### src/cdce_pkg.sv
// shared constants, types and helpers of the column drop cascade eliminator
package cdce_pkg;

	localparam int NUM_COLS  = 64;
	localparam int NUM_ROWS  = 64;
	localparam int COL_W     = $clog2(NUM_COLS);
	localparam int ROW_W     = $clog2(NUM_ROWS);
	localparam int ADDR_W    = ROW_W + COL_W;
	localparam int NUM_CELLS = 1 << ADDR_W;
	localparam int CNT_W     = ADDR_W + 1;
	localparam int H_W       = $clog2(NUM_ROWS + 1);
	localparam int SC_W      = $clog2(NUM_COLS + 1);
	localparam int EP_W      = 8;

	localparam int COLUMN_W  = 6;
	localparam int SP_W      = 8;
	localparam int SLOPE_W   = 8;
	localparam int MASS_W    = 13;
	localparam int CLU_W     = 12;
	localparam int GEN_W     = 12;
	localparam int EXT_W     = 7;

	typedef logic [ADDR_W-1:0] cell_addr_t;

	typedef enum logic [4:0] {
		OP_CLEAR,
		OP_IDLE,
		OP_HRD0,
		OP_HRD1,
		OP_HCHK,
		OP_DECIDE,
		OP_LAND,
		OP_GEN,
		OP_VCLR,
		OP_SEED,
		OP_SRD,
		OP_SCHK,
		OP_POP,
		OP_PRD,
		OP_NB,
		OP_NCHK,
		OP_COMP,
		OP_RM,
		OP_RMW,
		OP_SETTLE,
		OP_SCOL,
		OP_SHRD,
		OP_SRC,
		OP_SRCW,
		OP_SZERO,
		OP_SHWR,
		OP_DONE
	} cdce_op_t;

	typedef struct packed {
		cdce_op_t op;
		logic     load;
		logic     emit;
	} cdce_cmd_t;

	typedef struct packed {
		logic clr_last;
		logic full;
		logic sp_zero;
		logic ep_wrap;
		logic seed_end;
		logic seed_skip;
		logic q_empty;
		logic nb_ok;
		logic nb_last;
		logic multi;
		logic rm_end;
		logic col_end;
		logic col_dirty;
		logic moved_none;
		logic src_end;
		logic src_nz;
		logic src_move;
	} cdce_sts_t;

	typedef struct packed {
		logic               ceiling_hit;
		logic [SLOPE_W-1:0] local_slope;
		logic [MASS_W-1:0]  cascade_mass;
		logic [CLU_W-1:0]   cluster_count;
		logic [GEN_W-1:0]   generation_count;
		logic [EXT_W-1:0]   column_extent;
	} cdce_res_t;

	function automatic cell_addr_t cell_addr(logic [ROW_W-1:0] r, logic [COL_W-1:0] c);
		return {r, c};
	endfunction

endpackage

### src/cdce_ctrl.sv
// sequencer for landing, flood fill, removal and column compaction
module cdce_ctrl (
	input  logic                clk,
	input  logic                arst_n,
	input  logic                in_valid,
	output logic                in_ready,
	input  logic                out_free,
	input  cdce_pkg::cdce_sts_t sts,
	output cdce_pkg::cdce_cmd_t cmd
);
	import cdce_pkg::*;

	typedef enum logic [26:0] {
		ST_CLEAR  = 27'd1 << 0,
		ST_IDLE   = 27'd1 << 1,
		ST_HRD0   = 27'd1 << 2,
		ST_HRD1   = 27'd1 << 3,
		ST_HCHK   = 27'd1 << 4,
		ST_DECIDE = 27'd1 << 5,
		ST_LAND   = 27'd1 << 6,
		ST_GEN    = 27'd1 << 7,
		ST_VCLR   = 27'd1 << 8,
		ST_SEED   = 27'd1 << 9,
		ST_SRD    = 27'd1 << 10,
		ST_SCHK   = 27'd1 << 11,
		ST_POP    = 27'd1 << 12,
		ST_PRD    = 27'd1 << 13,
		ST_NB     = 27'd1 << 14,
		ST_NCHK   = 27'd1 << 15,
		ST_COMP   = 27'd1 << 16,
		ST_RM     = 27'd1 << 17,
		ST_RMW    = 27'd1 << 18,
		ST_SETTLE = 27'd1 << 19,
		ST_SCOL   = 27'd1 << 20,
		ST_SHRD   = 27'd1 << 21,
		ST_SRC    = 27'd1 << 22,
		ST_SRCW   = 27'd1 << 23,
		ST_SZERO  = 27'd1 << 24,
		ST_SHWR   = 27'd1 << 25,
		ST_DONE   = 27'd1 << 26
	} cdce_state_t;

	cdce_state_t state_q, state_d;

	always_ff @(posedge clk or negedge arst_n) begin
		if (!arst_n) begin
			state_q <= ST_CLEAR;
		end else begin
			state_q <= state_d;
		end
	end

	always_comb begin
		state_d  = state_q;
		in_ready = 1'b0;
		cmd.op   = OP_IDLE;
		cmd.load = 1'b0;
		cmd.emit = 1'b0;
		case (state_q)
			ST_CLEAR: begin
				cmd.op = OP_CLEAR;
				if (sts.clr_last) state_d = ST_IDLE;
			end
			ST_IDLE: begin
				cmd.op   = OP_IDLE;
				in_ready = 1'b1;
				if (in_valid) begin
					cmd.load = 1'b1;
					state_d  = ST_HRD0;
				end
			end
			ST_HRD0: begin
				cmd.op  = OP_HRD0;
				state_d = ST_HRD1;
			end
			ST_HRD1: begin
				cmd.op  = OP_HRD1;
				state_d = ST_HCHK;
			end
			ST_HCHK: begin
				cmd.op  = OP_HCHK;
				state_d = ST_DECIDE;
			end
			ST_DECIDE: begin
				cmd.op  = OP_DECIDE;
				state_d = (sts.full || sts.sp_zero) ? ST_DONE : ST_LAND;
			end
			ST_LAND: begin
				cmd.op  = OP_LAND;
				state_d = ST_GEN;
			end
			ST_GEN: begin
				cmd.op  = OP_GEN;
				state_d = sts.ep_wrap ? ST_VCLR : ST_SEED;
			end
			ST_VCLR: begin
				cmd.op = OP_VCLR;
				if (sts.clr_last) state_d = ST_SEED;
			end
			ST_SEED: begin
				cmd.op  = OP_SEED;
				state_d = sts.seed_end ? ST_SETTLE : ST_SRD;
			end
			ST_SRD: begin
				cmd.op  = OP_SRD;
				state_d = ST_SCHK;
			end
			ST_SCHK: begin
				cmd.op  = OP_SCHK;
				state_d = sts.seed_skip ? ST_SEED : ST_POP;
			end
			ST_POP: begin
				cmd.op  = OP_POP;
				state_d = sts.q_empty ? ST_COMP : ST_PRD;
			end
			ST_PRD: begin
				cmd.op  = OP_PRD;
				state_d = ST_NB;
			end
			ST_NB: begin
				cmd.op = OP_NB;
				if (sts.nb_ok) state_d = ST_NCHK;
				else state_d = sts.nb_last ? ST_POP : ST_NB;
			end
			ST_NCHK: begin
				cmd.op  = OP_NCHK;
				state_d = sts.nb_last ? ST_POP : ST_NB;
			end
			ST_COMP: begin
				cmd.op  = OP_COMP;
				state_d = sts.multi ? ST_RM : ST_SEED;
			end
			ST_RM: begin
				cmd.op  = OP_RM;
				state_d = sts.rm_end ? ST_SEED : ST_RMW;
			end
			ST_RMW: begin
				cmd.op  = OP_RMW;
				state_d = ST_RM;
			end
			ST_SETTLE: begin
				cmd.op  = OP_SETTLE;
				state_d = ST_SCOL;
			end
			ST_SCOL: begin
				cmd.op = OP_SCOL;
				if (sts.col_end) state_d = sts.moved_none ? ST_DONE : ST_GEN;
				else if (sts.col_dirty) state_d = ST_SHRD;
			end
			ST_SHRD: begin
				cmd.op  = OP_SHRD;
				state_d = ST_SRC;
			end
			ST_SRC: begin
				cmd.op  = OP_SRC;
				state_d = sts.src_end ? ST_SHWR : ST_SRCW;
			end
			ST_SRCW: begin
				cmd.op  = OP_SRCW;
				state_d = (sts.src_nz && sts.src_move) ? ST_SZERO : ST_SRC;
			end
			ST_SZERO: begin
				cmd.op  = OP_SZERO;
				state_d = ST_SRC;
			end
			ST_SHWR: begin
				cmd.op  = OP_SHWR;
				state_d = ST_SCOL;
			end
			ST_DONE: begin
				cmd.op = OP_DONE;
				if (out_free) begin
					cmd.emit = 1'b1;
					state_d  = ST_IDLE;
				end
			end
			default: state_d = ST_CLEAR;
		endcase
	end

endmodule

### config.mk
export PLATFORM = sky130hd
export DESIGN_NAME = cdce_ctrl
export DESIGN_NICKNAME = d
export VERILOG_FILES = /design/src/cdce_pkg.sv /design/src/cdce_ctrl.sv
export SDC_FILE = /design/constraint.sdc
export NUM_CORES = 1
export LEC_CHECK = 0
export BUFFER_PORTS_ARGS = -buffer_cell sky130_fd_sc_hd__buf_4
export CAP_MARGIN = 10
export CORE_ASPECT_RATIO = 1.5
export CORE_UTILIZATION = 60
export CTS_BUF_LIST = sky130_fd_sc_hd__clkbuf_2 sky130_fd_sc_hd__clkbuf_4 sky130_fd_sc_hd__clkbuf_8
export DETAILED_ROUTE_END_ITERATION = 8
export GPL_TIMING_DRIVEN = 0
export HOLD_SLACK_MARGIN = 0.1
export PLACE_DENSITY = 0.82
export SLEW_MARGIN = 10
export SYNTH_ARGS = -nofsm -noshare
export SYNTH_HDL_FRONTEND = slang
export SYNTH_SLANG_ARGS = --single-unit
### constraint.sdc
create_clock -name clk -period 3.96 [get_ports clk]
set_clock_uncertainty 0.05 [all_clocks]
set_input_delay 0.396 -clock clk [delete_from_list [all_inputs] [get_ports clk]]
set_output_delay 0.396 -clock clk [all_outputs]
set_load 0.01 [all_outputs]
# --- After elaboration in Yosys (flattened, before gate mapping) ---
# Index checks and enable logic that the tools add are counted.
totals:
  reg_bits: 27
  latchBits: 0
  mem_bits_rw: 0
  mem_bits_ro: 0
  in_bits: 21
  out_inout_bits: 8
  memories: 0
op_classes:
  add_sub_neg: 0
  n_mul: 0
  n_div: 0
  order_cmp: 0
  n_eq_ne: 32
  shifts: 0
  n_mux: 25
  bitwise: 0
  n_reduce_logical: 5
op_table:
  columns: ["cell", "n"]
  rows:
  - ["$pmux W27 S25", 1]
  - ["$mux W27", 8]
  - ["$pmux W5 S26", 1]
  - ["$eq A27 B1 Y1 const B", 1]
  - ["$eq A27 B10 Y1 const B", 1]
  - ["$eq A27 B11 Y1 const B", 1]
  - ["$eq A27 B12 Y1 const B", 1]
  - ["$eq A27 B13 Y1 const B", 1]
  - ["$eq A27 B14 Y1 const B", 1]
  - ["$eq A27 B15 Y1 const B", 1]
  - ["$eq A27 B16 Y1 const B", 1]
  - ["$eq A27 B17 Y1 const B", 1]
  - ["$eq A27 B18 Y1 const B", 1]
  - ["$eq A27 B19 Y1 const B", 1]
  - ["$eq A27 B2 Y1 const B", 1]
  - ["$eq A27 B20 Y1 const B", 1]
  - ["$eq A27 B21 Y1 const B", 1]
  - ["$eq A27 B22 Y1 const B", 1]
  - ["$eq A27 B23 Y1 const B", 1]
  - ["$eq A27 B24 Y1 const B", 1]
  - ["$eq A27 B25 Y1 const B", 1]
  - ["$eq A27 B26 Y1 const B", 1]
  - ["$eq A27 B27 Y1 const B", 1]
  - ["$eq A27 B3 Y1 const B", 1]
  - ["23 further kinds", 31]

# --- Longest topological paths before layout ---
logic_depth:
  depth_word: 3
  mapped_depth: 8

# --- Worst setup path before layout ---
# OpenSTA, ideal clock, no wires.
synth_timing:
  path_kind: "reg-to-output"
  from: "register state_q[1]"
  to: "output port cmd[3] (netlist bit)"
  arrival_ns: 1.836
  slack_ns: 1.678
  path_stages_with_launch: 7
  n_path_buf: 0
  cell_sequence: "dfrtp_1 nor4_2 nand2_1 nor4_4 and3_1 a31o_1 a2111o_1"
synth_rtl:
  columns: ["item", "line", "text"]
  rows:
  - ["from (decl)", "cdce_ctrl.sv:43", "cdce_state_t state_q, state_d;"]
  - ["from (signal assigned)", "cdce_ctrl.sv:49", "state_q <= state_d;"]
  - ["to (decl)", "cdce_ctrl.sv:9", "output cdce_pkg::cdce_cmd_t cmd"]

==> flow_metrics.tcl <==
set metrics [dict create \
    status "finished, final reports clean" \
    rsz0062_at_grt "no" \
    drive_gt1_share_pct 24.21 \
    largest_reg_flops 27 \
    cts.sinks 27 \
    synth_cell_type_count 52 \
    hpwlAfterDp_um 4059 \
    n_antenna_cell 0 \
    place.gp.congestion 0.9854 \
    p_per_area_nw_per_um2 335.6 \
    maxSlewViolCount 0 \
    slew_headroom_pct 47.28 \
    min_path_type "in2reg" \
    clock_path_buffers 2 \
    vdd_drop_max_uv 284.0 \
    avgRoutedWirePerCell_um 17.92 \
    grt_pass1_vias 1822 \
    drc 0 \
    dpl-instance-area_um2 2245 \
    port_buffers 28 \
    syn_area_um2 1984 \
    wl_um 5232 \
    avgViaCountPerCell 6.582 \
    cts_tree "done" \
    path_class "reg2out" \
    max_freq_mhz 302.8 \
    synthXorXnorAreaFrac_pct 3.090 \
    synth-compound-area-share_pct 14.00 \
    clock-root-buffer "clkbuf_8" \
    final_nets 274 \
    synth_nets 240 \
    startpoint_type "flop" \
    area_growth_pct 15.95 \
    ant_nets 0 \
    worstPathMaxFanout 10 \
    hp-start "sts[12]" \
    ys_warn_count 0 \
    drt_iter0_markers 102 \
    design_area_um2 2301 \
    grt_pass1_wl_um 8694 \
    finalHoldViolations 0 \
    worstPathArrival_ps 2860 \
    coreArea_um2 3159 \
    start_util_pct 62.81 \
    num_rows 25 \
    synth-simple-area-share_pct 45.15 \
    top_regs "state_q x27" \
    synth_top_family_by_area "simple AND/OR/NAND/NOR gates" \
    io_pins 29 \
    yosys_register_bits 27 \
    die_h_um 72.44 \
    dieArea_um2 3546 \
    r2r-start "state_q[19]$_DFFE_PN0P_" \
    final_cell_mix "buf_4 (28), dfrtp_1 (26), nor2_1 (21)" \
    ctsHtreeMaxLevel 1 \
    antenna_found_initial 0 \
    overflow 0 \
    worstSkewPairLatency_ps 280 \
    synthArstFlopShare_pct 100.0 \
    syn_inst 219 \
    regMostFlops "state_q" \
    synth-main-ff-cell "dfrtp_1" \
    grt_usage_pct 32.18 \
    drv_cap 0 \
    required_ps 3510 \
    synthAdderAreaFrac_pct 0 \
    fin_crit_sh_pct 83.41 \
    period_needed_ps 3303 \
    end_kind "output port" \
    leakagePower_nw 1.051 \
    finalSetupViolations 0 \
    tns_ps 0 \
    clk_pin_slew_ps 100 \
    worst_slew_pin_slew_ps 779.9 \
    synth_enable_flop_cells 0 \
    vias 1922 \
    avgSynthCellArea_um2 9.061 \
    crit_path_start "state_q[19]$_DFFE_PN0P_" \
    yosys-mux-area-fraction_pct 0 \
    cts_buffers 3 \
    first_pass_iters 5 \
    ys_seq_area_share_pct 34.11 \
    layout_commonest_cell "buf_4" \
    fp.dieW_um 48.96 \
    grt_max_degree 28 \
]
-- power by group --
group / internal (mW) / switching, mW / total [mW] / leakage [nW]
clock: 0.0709 / 0.0933 / 0.164 / 0.0255
combinational: 0.117 / 0.183 / 0.300 / 0.654
sequential: 0.293 / 0.0151 / 0.308 / 0.372
-- cell families after synthesis --
group | count (synthesis)
AO/OA/AOI/OAI | 40
flip-flops | 27
XOR/XNOR | 7
AND/OR/NAND/NOR | 129
buffers and inverters | 16
-- critical path: stages (launching register included) --
cell and delay, ps:
dfrtp_1 380, clkbuf_1 220, nor4_4 320, nand4_1 210, buf_2 240, nor4b_1 670
nor4_1 190, nand2_1 120, a2111o_1 100, buf_4 110
-- Yosys cell counts (3+ instances only) --
cell type,count,area (µm²)
nand3b_1,6,45.04
xor2_1,5,43.79
a21oi_1,4,20.02
nor4_2,6,75.07
or3_1,5,31.28
and3_1,3,18.77
a211oi_1,4,30.03
nand2b_1,3,18.77
nor2b_1,6,37.54
nor3_1,13,65.06
or4b_2,3,30.03
and2_1,3,18.77
nor2_1,21,78.83
nand3_1,13,65.06
nand2_1,16,60.06
o21ai_0,11,55.05
nor4b_1,5,43.79
o21ai_1,3,15.01
nor4_4,7,148.9
dfrtp_1,26,650.6
nand4_1,6,37.54
inv_1,10,37.54
o21bai_1,3,22.52
buf_2,4,20.02
nor4_1,3,18.77
-- layer usage --
layer | up-vias | share of wire, % | global-route usage (%)
li1 | 897 | - | -
met1 | 910 | 41 | 39.84
met2 | 86 | 49 | 54.17
met3 | 29 | 4.7 | 2.516
met4 | 0 | 5.2 | 19.93
met5 | - | 0 | 0
-- path summary, 6_finish.rpt --
path,to,slack [ps],cells after the start
hold / removal,state_q[10]$_DFFE_PN0P_,210,2
setup / recovery,cmd[3],660,9
max in group asynchronous,state_q[0]$_DFFE_PN1P_,3050,2
min in group asynchronous,state_q[17]$_DFFE_PN0P_,500,2
hold reg to reg,state_q[5]$_DFFE_PN0P_,580,1
setup reg to reg,state_q[0]$_DFFE_PN1P_,1380,8
-- area by class of cell --
type | instances | area, µm²
tap | 40 | 50.05
fill | 250 | 858.3
buffer | 6 | 35.03
inverter | 10 | 37.54
sequential | 27 | 676.9
timing repair buffer | 29 | 220.2
clock buffer | 3 | 41.29
clock inverter | 1 | 5.005
multi-input combinational | 176 | 1235
-- timing repair --
action / CTS / global route
setup endpoints to repair: 0 / 0
hold buffers: 1 / 0
hold endpoints to repair: 26 / 0
setup buffers: 0 / 0
resized for setup: 0 / 0
-- per-stage QoR --
stage	std cells	worst slack, ps	hold WS, ps	power [mW]	utilization (%)
2_1_floorplan	219	1678	50.41	0.5088	-
3_3_place_gp	287	1102	279.2	0.6065	71.05
3_5_place_dp	287	1104	281.2	0.6074	71.05
4_1_cts	292	767.0	205.0	0.7702	72.83
5_1_grt	292	568.4	199.7	0.8114	72.83
6_report	292	657.0	205.6	0.7723	72.83
(Power assumes the default switching activity.)
